===== src/bhd_pkg.sv =====
// ----------------------------------------------------------------------------
// bhd_pkg
// Shared types, constants and helper functions of the 3x3 halftone block.
// ----------------------------------------------------------------------------
`default_nettype none

package bhd_pkg;

  // Default for the widest supported image row
  localparam int MAX_WIDTH_DEFAULT = 1024;

  // Image size registers
  localparam int IMG_W_W   = 11;
  localparam int IMG_H_W   = 13;
  localparam int CFG_DATA_W = 13;
  localparam int CFG_IDX_W  = 1;
  localparam int ROW_W      = 12;
  localparam int MAX_HEIGHT = 4096;

  localparam logic [CFG_IDX_W-1:0] REG_IMAGE_WIDTH  = 1'd0;
  localparam logic [CFG_IDX_W-1:0] REG_IMAGE_HEIGHT = 1'd1;

  localparam logic [IMG_W_W-1:0] IMAGE_WIDTH_RESET  = 11'd1024;
  localparam logic [IMG_H_W-1:0] IMAGE_HEIGHT_RESET = 13'd1024;

  // Block sum store
  localparam int SUM_W = 12;

  // Command queue between front and back
  localparam int FIFO_DEPTH = 4;

  // avg = floor(sum/n) reaches level k+1 when sum >= LEVEL_LIMIT[k] * n
  localparam logic [7:0] LEVEL_LIMIT [9] = '{8'd25, 8'd51, 8'd77, 8'd103, 8'd129,
                                             8'd155, 8'd181, 8'd207, 8'd233};

  // Cells turn white in this order as the level rises
  localparam logic [3:0] FILL_BIT [9] = '{4'd4, 4'd3, 4'd5, 4'd7, 4'd2,
                                          4'd6, 4'd0, 4'd8, 4'd1};

  typedef struct packed {
    logic [7:0] red;
    logic [7:0] green;
    logic [7:0] blue;
  } pix_t;

  typedef struct packed {
    logic [10:0] block_row;
    logic [8:0]  block_col;
    logic [3:0]  level;
    logic [8:0]  dot_pattern;
    logic        last_block;
  } res_t;

  // One classified pixel, handed from front to back
  typedef struct packed {
    logic [7:0]  grey;
    logic        first;       // opens a new block: sum restarts
    logic        emit;        // closes a block: a result follows
    logic [3:0]  pix_count;   // in-image pixels of the block, 1..9
    logic [10:0] block_row;
    logic [8:0]  block_col;
    logic        last_block;
  } cmd_t;

  function automatic logic [3:0] level_of(input logic [SUM_W-1:0] sum,
                                          input logic [3:0] n);
    logic [3:0] lvl;
    lvl = '0;
    for (int k = 0; k < 9; k++) begin
      if (sum >= SUM_W'(LEVEL_LIMIT[k]) * SUM_W'(n)) begin
        lvl = lvl + 4'd1;
      end
    end
    return lvl;
  endfunction

  function automatic logic [8:0] pattern_of(input logic [3:0] lvl);
    logic [8:0] p;
    p = '0;
    for (int k = 0; k < 9; k++) begin
      if (4'(k) < lvl) begin
        p[FILL_BIT[k]] = 1'b1;
      end
    end
    return p;
  endfunction

endpackage

`default_nettype wire


===== src/bhd_front.sv =====
// ----------------------------------------------------------------------------
// bhd_front
// Holds the image size registers and raster position, converts each pixel
// to grey and classifies it for the block accumulator.
// ----------------------------------------------------------------------------
`default_nettype none

module bhd_front
  import bhd_pkg::*;
#(
  parameter int MAX_WIDTH = MAX_WIDTH_DEFAULT,
  localparam int SUM_DEPTH = (MAX_WIDTH + 2) / 3,
  localparam int BC_W      = (SUM_DEPTH > 1) ? $clog2(SUM_DEPTH) : 1,
  localparam int COL_W     = $clog2(MAX_WIDTH)
) (
  input  wire logic                  clk,
  input  wire logic                  rst_n,
  input  wire logic                  pix_valid,
  output logic                       pix_ready,
  input  wire pix_t                  pix,
  input  wire logic                  cfg_we,
  input  wire logic [CFG_IDX_W-1:0]  cfg_index,
  input  wire logic [CFG_DATA_W-1:0] cfg_data,
  output logic                       cmd_push,
  output cmd_t                       cmd,
  output logic      [BC_W-1:0]       cmd_addr,
  input  wire logic                  cmd_full
);

  logic [IMG_W_W-1:0] image_width_r;
  logic [IMG_H_W-1:0] image_height_r;
  logic [ROW_W-1:0]   row_r;
  logic [1:0]         row_mod_r;
  logic [10:0]        block_row_r;
  logic [COL_W-1:0]   col_r;
  logic [1:0]         col_mod_r;
  logic [BC_W-1:0]    block_col_r;

  logic [13:0]        width_ext;
  logic [13:0]        height_ext;
  logic [COL_W-1:0]   last_col_idx;
  logic [ROW_W-1:0]   last_row_idx;
  logic               at_last_col;
  logic               at_last_row;
  logic [9:0]         rgb_sum;
  logic [19:0]        grey_prod;
  logic               accept;

  assign pix_ready = !cmd_full;
  assign accept    = pix_valid && pix_ready;
  assign cmd_push  = accept;

  // Effective size: zero counts as one, oversize saturates
  assign width_ext  = 14'(image_width_r);
  assign height_ext = 14'(image_height_r);

  always_comb begin
    if (width_ext == '0) begin
      last_col_idx = '0;
    end else if (width_ext > 14'(MAX_WIDTH)) begin
      last_col_idx = COL_W'(MAX_WIDTH - 1);
    end else begin
      last_col_idx = COL_W'(width_ext - 14'd1);
    end
    if (height_ext == '0) begin
      last_row_idx = '0;
    end else if (height_ext > 14'(MAX_HEIGHT)) begin
      last_row_idx = ROW_W'(MAX_HEIGHT - 1);
    end else begin
      last_row_idx = ROW_W'(height_ext - 14'd1);
    end
  end

  assign at_last_col = (col_r == last_col_idx);
  assign at_last_row = (row_r == last_row_idx);

  // floor(s/3) as s*683 >> 11, exact for s <= 765
  assign rgb_sum   = 10'(pix.red) + 10'(pix.green) + 10'(pix.blue);
  assign grey_prod = 20'(rgb_sum) * 20'd683;

  always_comb begin
    cmd.grey       = grey_prod[18:11];
    cmd.first      = (row_mod_r == 2'd0) && (col_mod_r == 2'd0);
    cmd.emit       = (row_mod_r == 2'd2 || at_last_row) &&
                     (col_mod_r == 2'd2 || at_last_col);
    cmd.pix_count  = 4'((4'(row_mod_r) + 4'd1) * (4'(col_mod_r) + 4'd1));
    cmd.block_row  = block_row_r;
    cmd.block_col  = 9'(block_col_r);
    cmd.last_block = at_last_row && at_last_col;
    cmd_addr       = block_col_r;
  end

  always_ff @(posedge clk) begin
    if (!rst_n) begin
      image_width_r  <= IMAGE_WIDTH_RESET;
      image_height_r <= IMAGE_HEIGHT_RESET;
      row_r          <= '0;
      row_mod_r      <= '0;
      block_row_r    <= '0;
      col_r          <= '0;
      col_mod_r      <= '0;
      block_col_r    <= '0;
    end else if (cfg_we) begin
      case (cfg_index)
        REG_IMAGE_WIDTH:  image_width_r  <= cfg_data[IMG_W_W-1:0];
        REG_IMAGE_HEIGHT: image_height_r <= cfg_data[IMG_H_W-1:0];
        default: ;
      endcase
      // any write restarts the image
      row_r       <= '0;
      row_mod_r   <= '0;
      block_row_r <= '0;
      col_r       <= '0;
      col_mod_r   <= '0;
      block_col_r <= '0;
    end else if (accept) begin
      if (at_last_col) begin
        col_r       <= '0;
        col_mod_r   <= '0;
        block_col_r <= '0;
        if (at_last_row) begin
          row_r       <= '0;
          row_mod_r   <= '0;
          block_row_r <= '0;
        end else begin
          row_r <= row_r + 1'b1;
          if (row_mod_r == 2'd2) begin
            row_mod_r   <= '0;
            block_row_r <= block_row_r + 1'b1;
          end else begin
            row_mod_r <= row_mod_r + 1'b1;
          end
        end
      end else begin
        col_r <= col_r + 1'b1;
        if (col_mod_r == 2'd2) begin
          col_mod_r   <= '0;
          block_col_r <= block_col_r + 1'b1;
        end else begin
          col_mod_r <= col_mod_r + 1'b1;
        end
      end
    end
  end

endmodule

`default_nettype wire


===== config.mk =====
export PLATFORM = sky130hd
export DESIGN_NAME = bhd_front
export DESIGN_NICKNAME = d
export VERILOG_FILES = /design/src/bhd_pkg.sv /design/src/bhd_front.sv
export SDC_FILE = /design/constraint.sdc
export NUM_CORES = 1
export LEC_CHECK = 0
export ABC_AREA = 1
export BUFFER_PORTS_ARGS = -buffer_cell sky130_fd_sc_hd__buf_2
export CAP_MARGIN = 20
export CORE_MARGIN = 2
export CORE_UTILIZATION = 40
export DETAILED_ROUTE_END_ITERATION = 16
export PLACE_DENSITY_LB_ADDON = 0.1
export SYNTH_ARGS = -nofsm -noshare
export SYNTH_HDL_FRONTEND = slang
export SYNTH_SLANG_ARGS = --single-unit

===== constraint.sdc =====
create_clock -name clk -period 8.26 [get_ports clk]
set_input_delay 0.413 -clock clk [delete_from_list [all_inputs] [get_ports clk]]
set_output_delay 0.413 -clock clk [all_outputs]
set_load 0.02 [all_outputs]

* Word level (Yosys, flattened, before mapping)
Index checks and enable logic that the tools add are counted.
** Word-level totals
- Flip-flop bits (word level) :: 70
- Bits in latches :: 0
- RAM bits :: 0
- ROM bits :: 0
- Input port bits :: 43
- Output and inout bits :: 46
- Word-level logic and storage cells :: 63
- Memories :: 0
** Cells by class
- Add/subtract/negate cells :: 12
- $mul :: 2
- Divide/modulo/power cells :: 0
- $lt $le $gt $ge :: 2
- Eq/ne operators :: 4
- Shift operators :: 0
- Muxes and demuxes :: 14
- Bitwise operators :: 2
- Reduce and logical (&&, ||, !) cells :: 19
** Operators by type and width (number)
- 12-bit 2-to-1 mux :: 3
- 10-bit 2-to-1 mux :: 3
- 14-bit logical NOT :: 2
- 11-bit 2-to-1 mux :: 2
- 10-bit by 10-bit multiplier with 19-bit output (second input constant) :: 1
- 9-bit 2-to-1 mux :: 2
- 13-bit > comparator (second input constant) :: 1
- 12-bit by 1-bit adder with 12-bit output (second input constant) :: 1
- 12-bit equality test :: 1
- 12-bit by 1-bit subtractor with 12-bit output (second input constant) :: 1
- 11-bit by 1-bit adder with 11-bit output (second input constant) :: 1
- 11-bit > comparator (second input constant) :: 1
- 10-bit by 1-bit adder with 10-bit output (second input constant) :: 1
- 9-bit by 8-bit adder with 10-bit output :: 1
- 10-bit equality test :: 1
- 10-bit by 1-bit subtractor with 10-bit output (second input constant) :: 1
- 8-bit by 8-bit adder with 9-bit output :: 1
- 9-bit by 1-bit adder with 9-bit output (second input constant) :: 1
- 2-bit 2-to-1 mux :: 4
- 2-bit AND reduction :: 4
- 2-bit by 1-bit adder with 3-bit output (second input constant) :: 2
- 2-bit by 1-bit adder with 2-bit output (second input constant) :: 2
- 2-bit equality test (second input constant) :: 2
- 1-bit logical AND :: 4
- other kinds (8) :: 12

* Depth between registers and ports, before layout
Gate-level depths: netlist of the first run.
- Depth after elaboration :: 6
- Depth in mapped cells :: 27
- Gate-level depth less buffers :: 27

* Least setup slack after synthesis of the first run
Ideal clock, no wire load.
- Path kind :: input to output
- Start point :: input pix[1] (netlist bit)
- End point :: output cmd[32] (netlist bit)
- Data arrival time :: 5.945 ns
- Data required time :: 7.847 ns
- Path slack :: 1.902 ns
- Stages on the path :: 27
- Path buffers :: 0
- Cells stage by stage :: inv_1 -> fa_1 -> inv_1 -> ha_1 -> fa_1 -> a21oi_1 -> o21bai_1 -> a21oi_1 -> o21bai_1 -> xor2_1 -> inv_1 -> ha_1 -> ha_1 -> fa_1 -> fa_1 -> inv_1 -> fa_1 -> inv_1 -> ha_1 -> nand2_1 -> o21ai_0 -> a31oi_1 -> nor2_1 -> a21o_1 -> nand3_1 -> nand2_1 -> xor2_1
** RTL lines
- start, declared :: RTL line bhd_front.sv:20 : input wire pix_t pix,
- end, declared :: RTL line bhd_front.sv:25 : output cmd_t cmd,

==> results of run 1 <==
## flip-flops by register name, indices dropped and copies added (netlist names)
register	count
col_r	10
row_mod_r	2
image_width_r	11
block_row_r	11
col_mod_r	2
cmd_addr	9
row_r	12
image_height_r	13
## worst register-to-register path, stage by stage (launching register included)
cell and delay [ns]:
dfxtp_1 0.31, inv_1 0.15, ha_1 0.32, nand2_1 0.08, nor2_1 0.14, nand3_2 0.09
nand2_2 0.23, nand3_1 0.20, nand2_1 0.10, nand2_1 0.07, nand2_1 0.12, nor2_4 0.08
nand4_2 0.20, nor2_1 0.08, nor2_1 0.63, nand2_1 0.12, nor2_1 0.11
## metal layers
metal / part of all wire / wire length [um] / up-vias / track usage
met3: 0.034 / 567 / 26 / 0.0319
met1: 0.48 / 7820 / 2914 / 0.238
met5: 0 / 0 / - / 0
met2: 0.47 / 7700 / 94 / 0.322
li1: - / - / 3402 / -
met4: 0.022 / 369 / 0 / 0.0659
## synth_stat cells (4+ instances only)
library cell / n / share of area
nand2_1: 220 / 0.12
inv_1: 159 / 0.084
nor2_1: 104 / 0.055
ha_1: 82 / 0.15
dfxtp_1: 70 / 0.20
nand3_1: 69 / 0.049
a21oi_1: 63 / 0.045
o21ai_0: 41 / 0.029
xor2_1: 34 / 0.042
fa_1: 31 / 0.088
nand4_1: 24 / 0.021
nor3_1: 16 / 0.011
nand3_2: 11 / 0.016
nand2_2: 10 / 0.0089
buf_4: 9 / 0.0096
clkbuf_1: 7 / 0.0037
xnor2_1: 7 / 0.0087
buf_6: 6 / 0.0096
nand3b_1: 6 / 0.0064
a31oi_1: 5 / 0.0044
o21bai_1: 5 / 0.0053
and2_1: 4 / 0.0035
nor2_2: 4 / 0.0035
nor2_4: 4 / 0.0064
nor4_1: 4 / 0.0035
## cell families after synthesis
group,Yosys count,synth area share
AOI/OAI and AO/OA,118,0.0877
adders and majority gates,113,0.233
DFF,70,0.198
and+or+nand+nor,485,0.317
xor gates and xnor gates,41,0.0508
buffers and inverters,187,0.113
## path summary, 6_finish.rpt
kind | start | end | slack (ns) | cells past startpoint
worst max register to register | image_width_r[0] | block_row_r[7] | 5.16 | 16
worst max-delay path | pix[1] | cmd[32] | 1.42 | 29
worst min register to register | image_width_r[1] | image_width_r[1] | 0.48 | 2
worst min-delay path | cfg_data[10] | image_height_r[10] | 0.30 | 3
## through the flow
stage / instance area, um2 / utilization
4_1_cts: 7900 / 0.457
2_1_floorplan: 7070 / -
3_3_place_gp: 7600 / 0.440
6_report: 7900 / 0.457
3_5_place_dp: 7600 / 0.440
5_1_grt: 7900 / 0.457
## layout make-up
type | count | area share
clock inverter | 6 | 0.00886
tap | 225 | 0.0356
multi-input combinational | 757 | 0.616
sequential | 70 | 0.177
inverter | 162 | 0.0769
clock buffer | 10 | 0.0290
timing repair buffer | 89 | 0.0567
==> out/qor.csv, run 1 <==
stage,metric,value,unit
logic_synthesis,mapped cell area,0.00707,mm2
logic_synthesis,Async SR Flop Fraction,0,
routing,drt drc,0,
clocking,post-cts gate resize count,0,
hold_path,Worst Hold Class,input pin to flip-flop,
critical_path,crit-path max cell delay,0.55,ns
clocking,Worst-Skew Late Latency,0.35,ns
clocking,Sink Count,70,
critical_path,CP top delay family,adder cells,
sta,Rel. slew slack,0.446,
logic_synthesis,YS warnings,0,
sta,RSZ-0062 raised after global routing,false,
placement,Placer Congestion,0.872,
critical_path,critical path type,input pin to output port,
die,core area,0.0173,mm2
sta,Tmin final,6.84,ns
layout,"most common cell after layout, fill and taps aside",nand2_1,
clocking,clock-pin transition on the worst setup and hold timing paths,0.06,ns
sta,fin crit share,0.828,
logic_synthesis,Post-synth EDFFs,0,
clocking,hold_buf cts,0,
global_route,largest net degree at the start of global routing,26,
die,die outline area,0.0187,mm2
sta,fin worst setup slack,1.42,ns
logic_synthesis,"Top FF cell, synth",dfxtp_1,
logic_synthesis,"Seq/Total Area, Yosys",0.198,
clocking,post-CTS setup buffers,0,
logic_synthesis,post-synth cell types,39,
layout,share of cells above drive strength 1,0.130,
placement,I/O Buffers,88,
placement,HPWL Detailed,13.5,mm
logic_synthesis,Syn Inst Count,1014,
die,row cnt,48,
placement,placed cells,1303,
clocking,Num CTS Buffers,9,
layout,fillers,1842,
routing,drt total wl,16.5,mm
layout,Final Non-Filler Cells,1319,
critical_path,CP max stage cell,fa_1,
critical_path,Critical Path End Type,output port,
die,Die Y,137,um
placement,pre-CTS setup slack,1.40,ns
global_route,vias in the first global route,6270,
routing,initial drt markers,244,
global_route,antenna violations before repair,0,
layout,"commonest non-fill, non-tap cells in the layout","nand2_1, inv_1, nor2_1",
global_route,total grt overflow,0,
logic_synthesis,net count after synthesis,1170,
clocking,H-Tree Depth,3,
routing,Pre-Repair DR Iteration Count,4,
sta,Fin Clk Skew,0.0116,ns
layout,Area Growth Syn to Fin,11.9,%
run,Max Cap Viol,0,
layout,post-layout net count,1245,
layout,multi-input logic area,0.00487,mm2
sta,Total Neg Setup Slack,0,ns
logic_synthesis,syn_area_per_cell,6.97,um2
routing,Routed Antenna Nets,0,
global_route,GR Util All Layers,0.188,
sta,Pins Over Slew Limit,0,
critical_path,worst path arrival time,6.42,ns
sta,"Setup violations, final",0,
critical_path,Setup crit start kind,input pin,
clocking,CTS tree,yes,
layout,register area,0.00140,mm2
critical_path,crit path max fanout,3,
routing,DR vias/cell,4.88,
routing,DR WL/cell,12.5,um
die,effective utilization at floorplan,0.408,
logic_synthesis,post-synthesis register bit count,70,
outcome,status,finished clean,
die,Ports,89,
routing,Vias,6436,
clocking,Clock Tree Root,clkbuf_16,
critical_path,"Req. time, crit path",7.85,ns
sta,WHS,0.302,ns
sta,Fmax,146,MHz
layout,ant diodes,0,
die,Die W,137,um
sta,"Hold Vio Cnt, Final",0,
critical_path,CP bufs+invs,7,
global_route,first-pass GRT wire length,28.4,mm
clocking,clock tree buffer depth,2,
sta,Slew @ Worst Pin,0.829,ns
Power of run 1 is not shown: default switching activity piles up to over one toggle a cycle in this logic, so the estimate is an artifact.
==> run 2, diff against run 1 <==
==> constraint.sdc (replaced) <==
create_clock -name clk -period 6.3 [get_ports clk]
set_input_delay 0.315 -clock clk [delete_from_list [all_inputs] [get_ports clk]]
set_output_delay 0.315 -clock clk [all_outputs]
set_load 0.02 [all_outputs]
==> run 2 against run 1 <==
Against the previous run:
- first-iteration DRC count is 11% higher
- sequential share of layout area is 0.81 points lower
- utilization is 2.2 points higher
- cell count is 1.3% higher
- worst hold slack worse by 0.099 ns
- routed wire length is 3.0% higher
- via count is 0.59% higher
- register-to-register slack worse by 2.0 ns
- die area stayed put
- clock-buffer cell count is 1 lower
- clock skew is 0.0019 ns higher
- non-clock buffer count is 17 higher
- critical endpoint is now cmd[33]
- highest routed layer unchanged
==> out/qor.csv, run 2 (synthesis gave the netlist of run 1 again) <==
stage,metric,value,unit,change
die,die outline area,0.0187,mm2,unchanged
sta,Rel. slew slack,0.421,,was 0.446
clocking,CTS tree,yes,,unchanged
die,Die Y,137,um,unchanged
global_route,GR Util All Layers,0.185,,was 0.188
critical_path,CP bufs+invs,8,,was 7
sta,Pins Over Slew Limit,0,,unchanged
critical_path,crit path max fanout,4,,was 3
routing,drt drc,0,,unchanged
run,Max Cap Viol,0,,unchanged
clocking,Num CTS Buffers,9,,unchanged
layout,Area Growth Syn to Fin,17.2,%,was 11.9%
clocking,clock tree buffer depth,2,,unchanged
clocking,Clock Tree Root,clkbuf_16,,unchanged
global_route,total grt overflow,0,,unchanged
routing,Routed Antenna Nets,0,,unchanged
critical_path,Setup crit start kind,input pin,,unchanged
layout,max FFs per register,13,,unchanged
critical_path,CP max stage cell,fa_1,,unchanged
clocking,H-Tree Depth,3,,unchanged
die,row cnt,48,,unchanged
critical_path,critical path type,input pin to output port,,unchanged
layout,Finished Cell Area,0.00828,mm2,was 0.00790 mm2
placement,Area after DPL,0.00766,mm2,was 0.00760 mm2
critical_path,CP top delay family,adder cells,,unchanged
die,core area,0.0173,mm2,unchanged
sta,Tmin final,6.07,ns,
routing,DR vias/cell,4.85,,was 4.88
placement,pre-CTS setup slack,-0.00899,ns,was 1.40 ns
layout,register area,0.00140,mm2,unchanged
routing,drt total wl,17.0,mm,was 16.5 mm
clocking,Sink Count,70,,unchanged
sta,Slew @ Worst Pin,0.865,ns,was 0.829 ns
critical_path,crit-path max cell delay,0.56,ns,was 0.55 ns
routing,DR WL/cell,12.7,um,was 12.5 um
layout,multi-input logic area,0.00508,mm2,was 0.00487 mm2
layout,share of cells above drive strength 1,0.168,,was 0.130
routing,Vias,6474,,was 6436
sta,Fmax,165,MHz,
clocking,Worst-Skew Late Latency,0.35,ns,about the same
layout,biggest regs,"image_height_r: 13 flops, row_r: 12 flops",,unchanged
die,Die W,137,um,unchanged
layout,post-layout net count,1262,,was 1245
sta,"Hold Vio Cnt, Final",0,,unchanged
layout,largest register by flop count,image_height_r,,unchanged
sta,WHS,0.204,ns,was 0.302 ns
die,Ports,89,,unchanged
critical_path,"Req. time, crit path",5.98,ns,was 7.85 ns
hold_path,Worst Hold Class,input pin to flip-flop,,unchanged
layout,"commonest non-fill, non-tap cells in the layout","nand2_1, inv_1, nor2_1",,unchanged
routing,initial drt markers,271,,was 244
sta,Fin Clk Skew,0.0135,ns,was 0.0116 ns
critical_path,worst path arrival time,5.76,ns,was 6.42 ns
layout,"most common cell after layout, fill and taps aside",nand2_1,,unchanged
placement,HPWL Detailed,13.3,mm,was 13.5 mm
placement,I/O Buffers,88,,unchanged
clocking,hold_buf cts,0,,unchanged
layout,post-layout util,0.479,,was 0.457
layout,ant diodes,0,,unchanged
critical_path,Critical Path End Type,output port,,unchanged
placement,Placer Congestion,0.884,,was 0.872
sta,"Setup violations, final",0,,unchanged
die,effective utilization at floorplan,0.408,,unchanged
layout,fillers,1791,,was 1842
sta,fin worst setup slack,0.230,ns,was 1.42 ns
global_route,first-pass GRT wire length,27.8,mm,was 28.4 mm
global_route,vias in the first global route,5954,,was 6270
outcome,status,finished clean,,unchanged
clocking,clock-pin transition on the worst setup and hold timing paths,0.06,ns,about the same
routing,Pre-Repair DR Iteration Count,5,,was 4
global_route,largest net degree at the start of global routing,26,,unchanged
global_route,antenna violations before repair,0,,unchanged
sta,fin crit share,0.964,,
==> run 2: changes by cell type in the layout (fill, tap and decap cells not counted), sizes merged <==
cell / change
clkinvlp: +1
clkinv: -3
clkbuf: -1
bufinv: +1
buf: +17
inv: +2
==> run 2: through the flow <==
step | cells | TNS (ns)
after floorplan | 1014 | 0
after global placement | 1311 | 0
after detailed placement | 1311 | -0.0108
after CTS | 1329 | 0
after global routing | 1336 | -0.0156
final | 1336 | 0
==> run 2: cell type report <==
| class | instances | share of cell area |
|---|---|---|
| Clock buffer | 9 | 0.0272 |
| Clock inverter | 7 | 0.0124 |
| Inverter | 162 | 0.0734 |
| Multi-Input combinational cell | 757 | 0.614 |
| Sequential cell | 70 | 0.169 |
| Tap cell | 225 | 0.0340 |
| Timing Repair Buffer | 106 | 0.0701 |
==> run 2: final timing paths <==
path	to	cells past startpoint	from	slack, ns
worst min register to register	image_width_r[1]	2	image_width_r[1]	0.49
worst max register to register	block_row_r[9]	16	image_width_r[0]	3.20
worst min-delay path	image_height_r[10]	3	cfg_data[10]	0.20
worst max-delay path	cmd[33]	26	pix[1]	0.23
==> run 2: per-layer routing <==
layer / share of wire / global-route usage
met4: 0.013 / 0.0430
met3: 0.034 / 0.0326
met2: 0.48 / 0.318
met1: 0.47 / 0.241
met5: 0 / 0
==> run 2: worst min-delay path: stages <==
cell	delay, ns
buf_2	0.10
nand2_1	0.05
nand3_1	0.05
==> run 2: repair_timing <==
item | CTS | global route
setup endpoints to repair | 2 | 8
gates resized for setup | 8 | 25
setup buffers | 2 | 7
pin swaps | 11 | 26
Power of run 2 is left out for the same reason.
==> run 3, diff against run 2 <==
--- a/config.mk
+++ b/config.mk
@@ -11,6 +11,7 @@
 export CORE_MARGIN = 2
 export CORE_UTILIZATION = 40
 export DETAILED_ROUTE_END_ITERATION = 16
+export GPL_TIMING_DRIVEN = 0
 export PLACE_DENSITY_LB_ADDON = 0.1
 export SYNTH_ARGS = -nofsm -noshare
 export SYNTH_HDL_FRONTEND = slang
==> run 3 against run 2 <==
Against the previous run:
- critical endpoint unchanged
- first-iteration DRC count shrank 8.5%
- sequential share of layout area shrank 0.30 points
- clock skew shrank 0.0051 ns
- sequential cell count is the same
- clock-buffer cell count grew 1
- critical path depth grew 1
- setup slack lost 0.036 ns
- final area grew 1.8%
==> out/qor.csv, run 3 (synthesis gave the netlist of run 1 again) <==
stage,metric,value,unit,change
outcome,status,finished clean,,unchanged
global_route,antenna violations before repair,0,,unchanged
critical_path,worst path arrival time,5.79,ns,was 5.76 ns
critical_path,Setup crit start kind,input pin,,unchanged
sta,WHS,0.207,ns,was 0.204 ns
hold_path,WHS Endpoint,image_height_r[10],,unchanged
layout,largest register by flop count,image_height_r,,unchanged
sta,fin worst setup slack,0.194,ns,was 0.230 ns
clocking,H-Tree Depth,3,,unchanged
critical_path,RR Endpoint,row_r[10],,was block_row_r[9]
clocking,Sink Count,70,,unchanged
global_route,GR Util All Layers,0.191,,was 0.185
hold_path,hold path depth,3,,unchanged
clocking,clock tree buffer depth,2,,unchanged
die,core area,0.0173,mm2,unchanged
sta,Fin Clk Skew,0.00846,ns,was 0.0135 ns
placement,Placer Congestion,0.871,,was 0.884
placement,HPWL Detailed,13.6,mm,was 13.3 mm
routing,Pre-Repair DR Iteration Count,5,,unchanged
layout,"most common cell after layout, fill and taps aside",nand2_1,,unchanged
die,die outline area,0.0187,mm2,unchanged
sta,Pins Over Slew Limit,0,,unchanged
layout,share of cells above drive strength 1,0.186,,was 0.168
sta,"Hold Vio Cnt, Final",0,,unchanged
die,Ports,89,,unchanged
die,Die Y,137,um,unchanged
sta,"Setup violations, final",0,,unchanged
hold_path,HP Start,cfg_data[10],,unchanged
clocking,hold_buf cts,0,,unchanged
hold_path,Worst Hold Class,input pin to flip-flop,,unchanged
layout,Final Non-Filler Cells,1355,,was 1336
routing,initial drt markers,248,,was 271
sta,Fmax,164,MHz,was 165 MHz
critical_path,crit-path max cell delay,0.55,ns,was 0.56 ns
layout,ant diodes,0,,unchanged
layout,post-layout net count,1281,,was 1262
placement,pre-CTS setup slack,-0.436,ns,was -0.00899 ns
clocking,clock-pin transition on the worst setup and hold timing paths,0.06,ns,about the same
critical_path,crit path max fanout,3,,was 4
critical_path,critical path type,input pin to output port,,unchanged
sta,Rel. slew slack,0.448,,was 0.421
critical_path,"Req. time, crit path",5.98,ns,about the same
sta,fin crit share,0.969,,was 0.964
critical_path,R2R Path Start,image_width_r[0],,unchanged
layout,"commonest non-fill, non-tap cells in the layout","nand2_1, inv_1, nor2_1",,unchanged
run,Max Cap Viol,0,,unchanged
layout,Finished Cell Area,0.00843,mm2,was 0.00828 mm2
critical_path,r2r setup slk,3.39,ns,was 3.20 ns
routing,drt drc,0,,unchanged
layout,Area Growth Syn to Fin,19.4,%,was 17.2%
layout,biggest regs,"image_height_r: 13 flops, row_r: 12 flops",,unchanged
sta,Slew @ Worst Pin,0.825,ns,was 0.865 ns
clocking,CTS tree,yes,,unchanged
routing,Routed Antenna Nets,0,,unchanged
sta,Tmin final,6.11,ns,was 6.07 ns
global_route,largest net degree at the start of global routing,14,,was 26
die,Die W,137,um,unchanged
global_route,vias in the first global route,6326,,was 5954
critical_path,R2R depth,16,,unchanged
placement,I/O Buffers,88,,unchanged
clocking,Clock Tree Root,clkbuf_16,,unchanged
placement,placed cells,1327,,was 1311
routing,DR WL/cell,12.8,um,was 12.7 um
global_route,first-pass GRT wire length,28.8,mm,was 27.8 mm
routing,drt total wl,17.3,mm,was 17.0 mm
layout,max FFs per register,13,,unchanged
die,effective utilization at floorplan,0.408,,unchanged
routing,DR vias/cell,4.88,,was 4.85
critical_path,Critical Path End Type,output port,,unchanged
clocking,Num CTS Buffers,9,,unchanged
global_route,total grt overflow,0,,unchanged
die,row cnt,48,,unchanged
placement,Area after DPL,0.00779,mm2,was 0.00766 mm2
routing,Vias,6614,,was 6474
clocking,Worst-Skew Late Latency,0.35,ns,about the same
critical_path,CP max stage cell,fa_1,,unchanged
==> run 3: cell count changes in the layout (fill, tap and decap cells not counted), moves of 2 or more <==
cell	before	now
clkbuf_1	0	7
buf_6	0	6
inv_1	157	153
inv_2	4	8
buf_4	20	23
o21bai_1	5	2
o21bai_2	0	3
a21oi_1	57	55
a31oi_2	0	2
o21ai_1	3	1
==> run 3: worst max-delay path: cells and delay by family <==
family,cells,cell delay [ns]
adders and majority gates,9,3.24
and+or+nand+nor,1,0.12
xor gates and xnor gates,2,0.36
AOI/OAI and AO/OA,8,1.23
buffers and inverters,7,0.50
==> run 3: area by class of cell <==
cell class	instances	area [um2]
clock buffer	10	239
sequential	70	1400
inverter	162	608
timing repair buffer	100	536
tap	225	282
fill	1813	8860
clock inverter	6	68.8
multi-input combinational	757	5110
buffer	25	190
==> run 3: metal layers <==
metal  wire length [um]  vias up  share of wire  GRT usage
li1                   -     3474              -          -
met1               8060     3010           0.46      0.240
met2               8310      107           0.48      0.333
met3                661       23          0.038     0.0319
met4                307        0          0.018     0.0619
met5                  0        -              0          0
==> run 3: how the worst max path moves through the flow <==
stage                  from  endpoint  slack [ns]  cells after the start
floorplan            pix[1]   cmd[32]        0.14                     27
global placement     pix[1]   cmd[32]       -0.45                     29
detailed placement   pix[1]   cmd[32]       -0.44                     29
CTS                 pix[17]   cmd[33]       0.002                     28
global route         pix[1]   cmd[33]       -0.04                     25
finish               pix[1]   cmd[33]        0.19                     27
==> run 3: through the flow <==
stage                     utilization  TNS (ns)
after global placement          0.450     -2.35
after floorplan                     -         0
after detailed placement        0.450     -2.13
after CTS                       0.475         0
final                           0.488         0
after global routing            0.488    -0.118
==> run 3: repair_timing <==
| action | 4_1_cts | 5_1_grt |
|---|---|---|
| gates resized for setup | 17 | 27 |
| buffers inserted | 5 | 7 |
| endpoints found under the setup margin | 8 | 8 |
| cloned | 0 | 0 |
| pin swaps | 16 | 17 |
Power of run 3 is left out for the same reason.
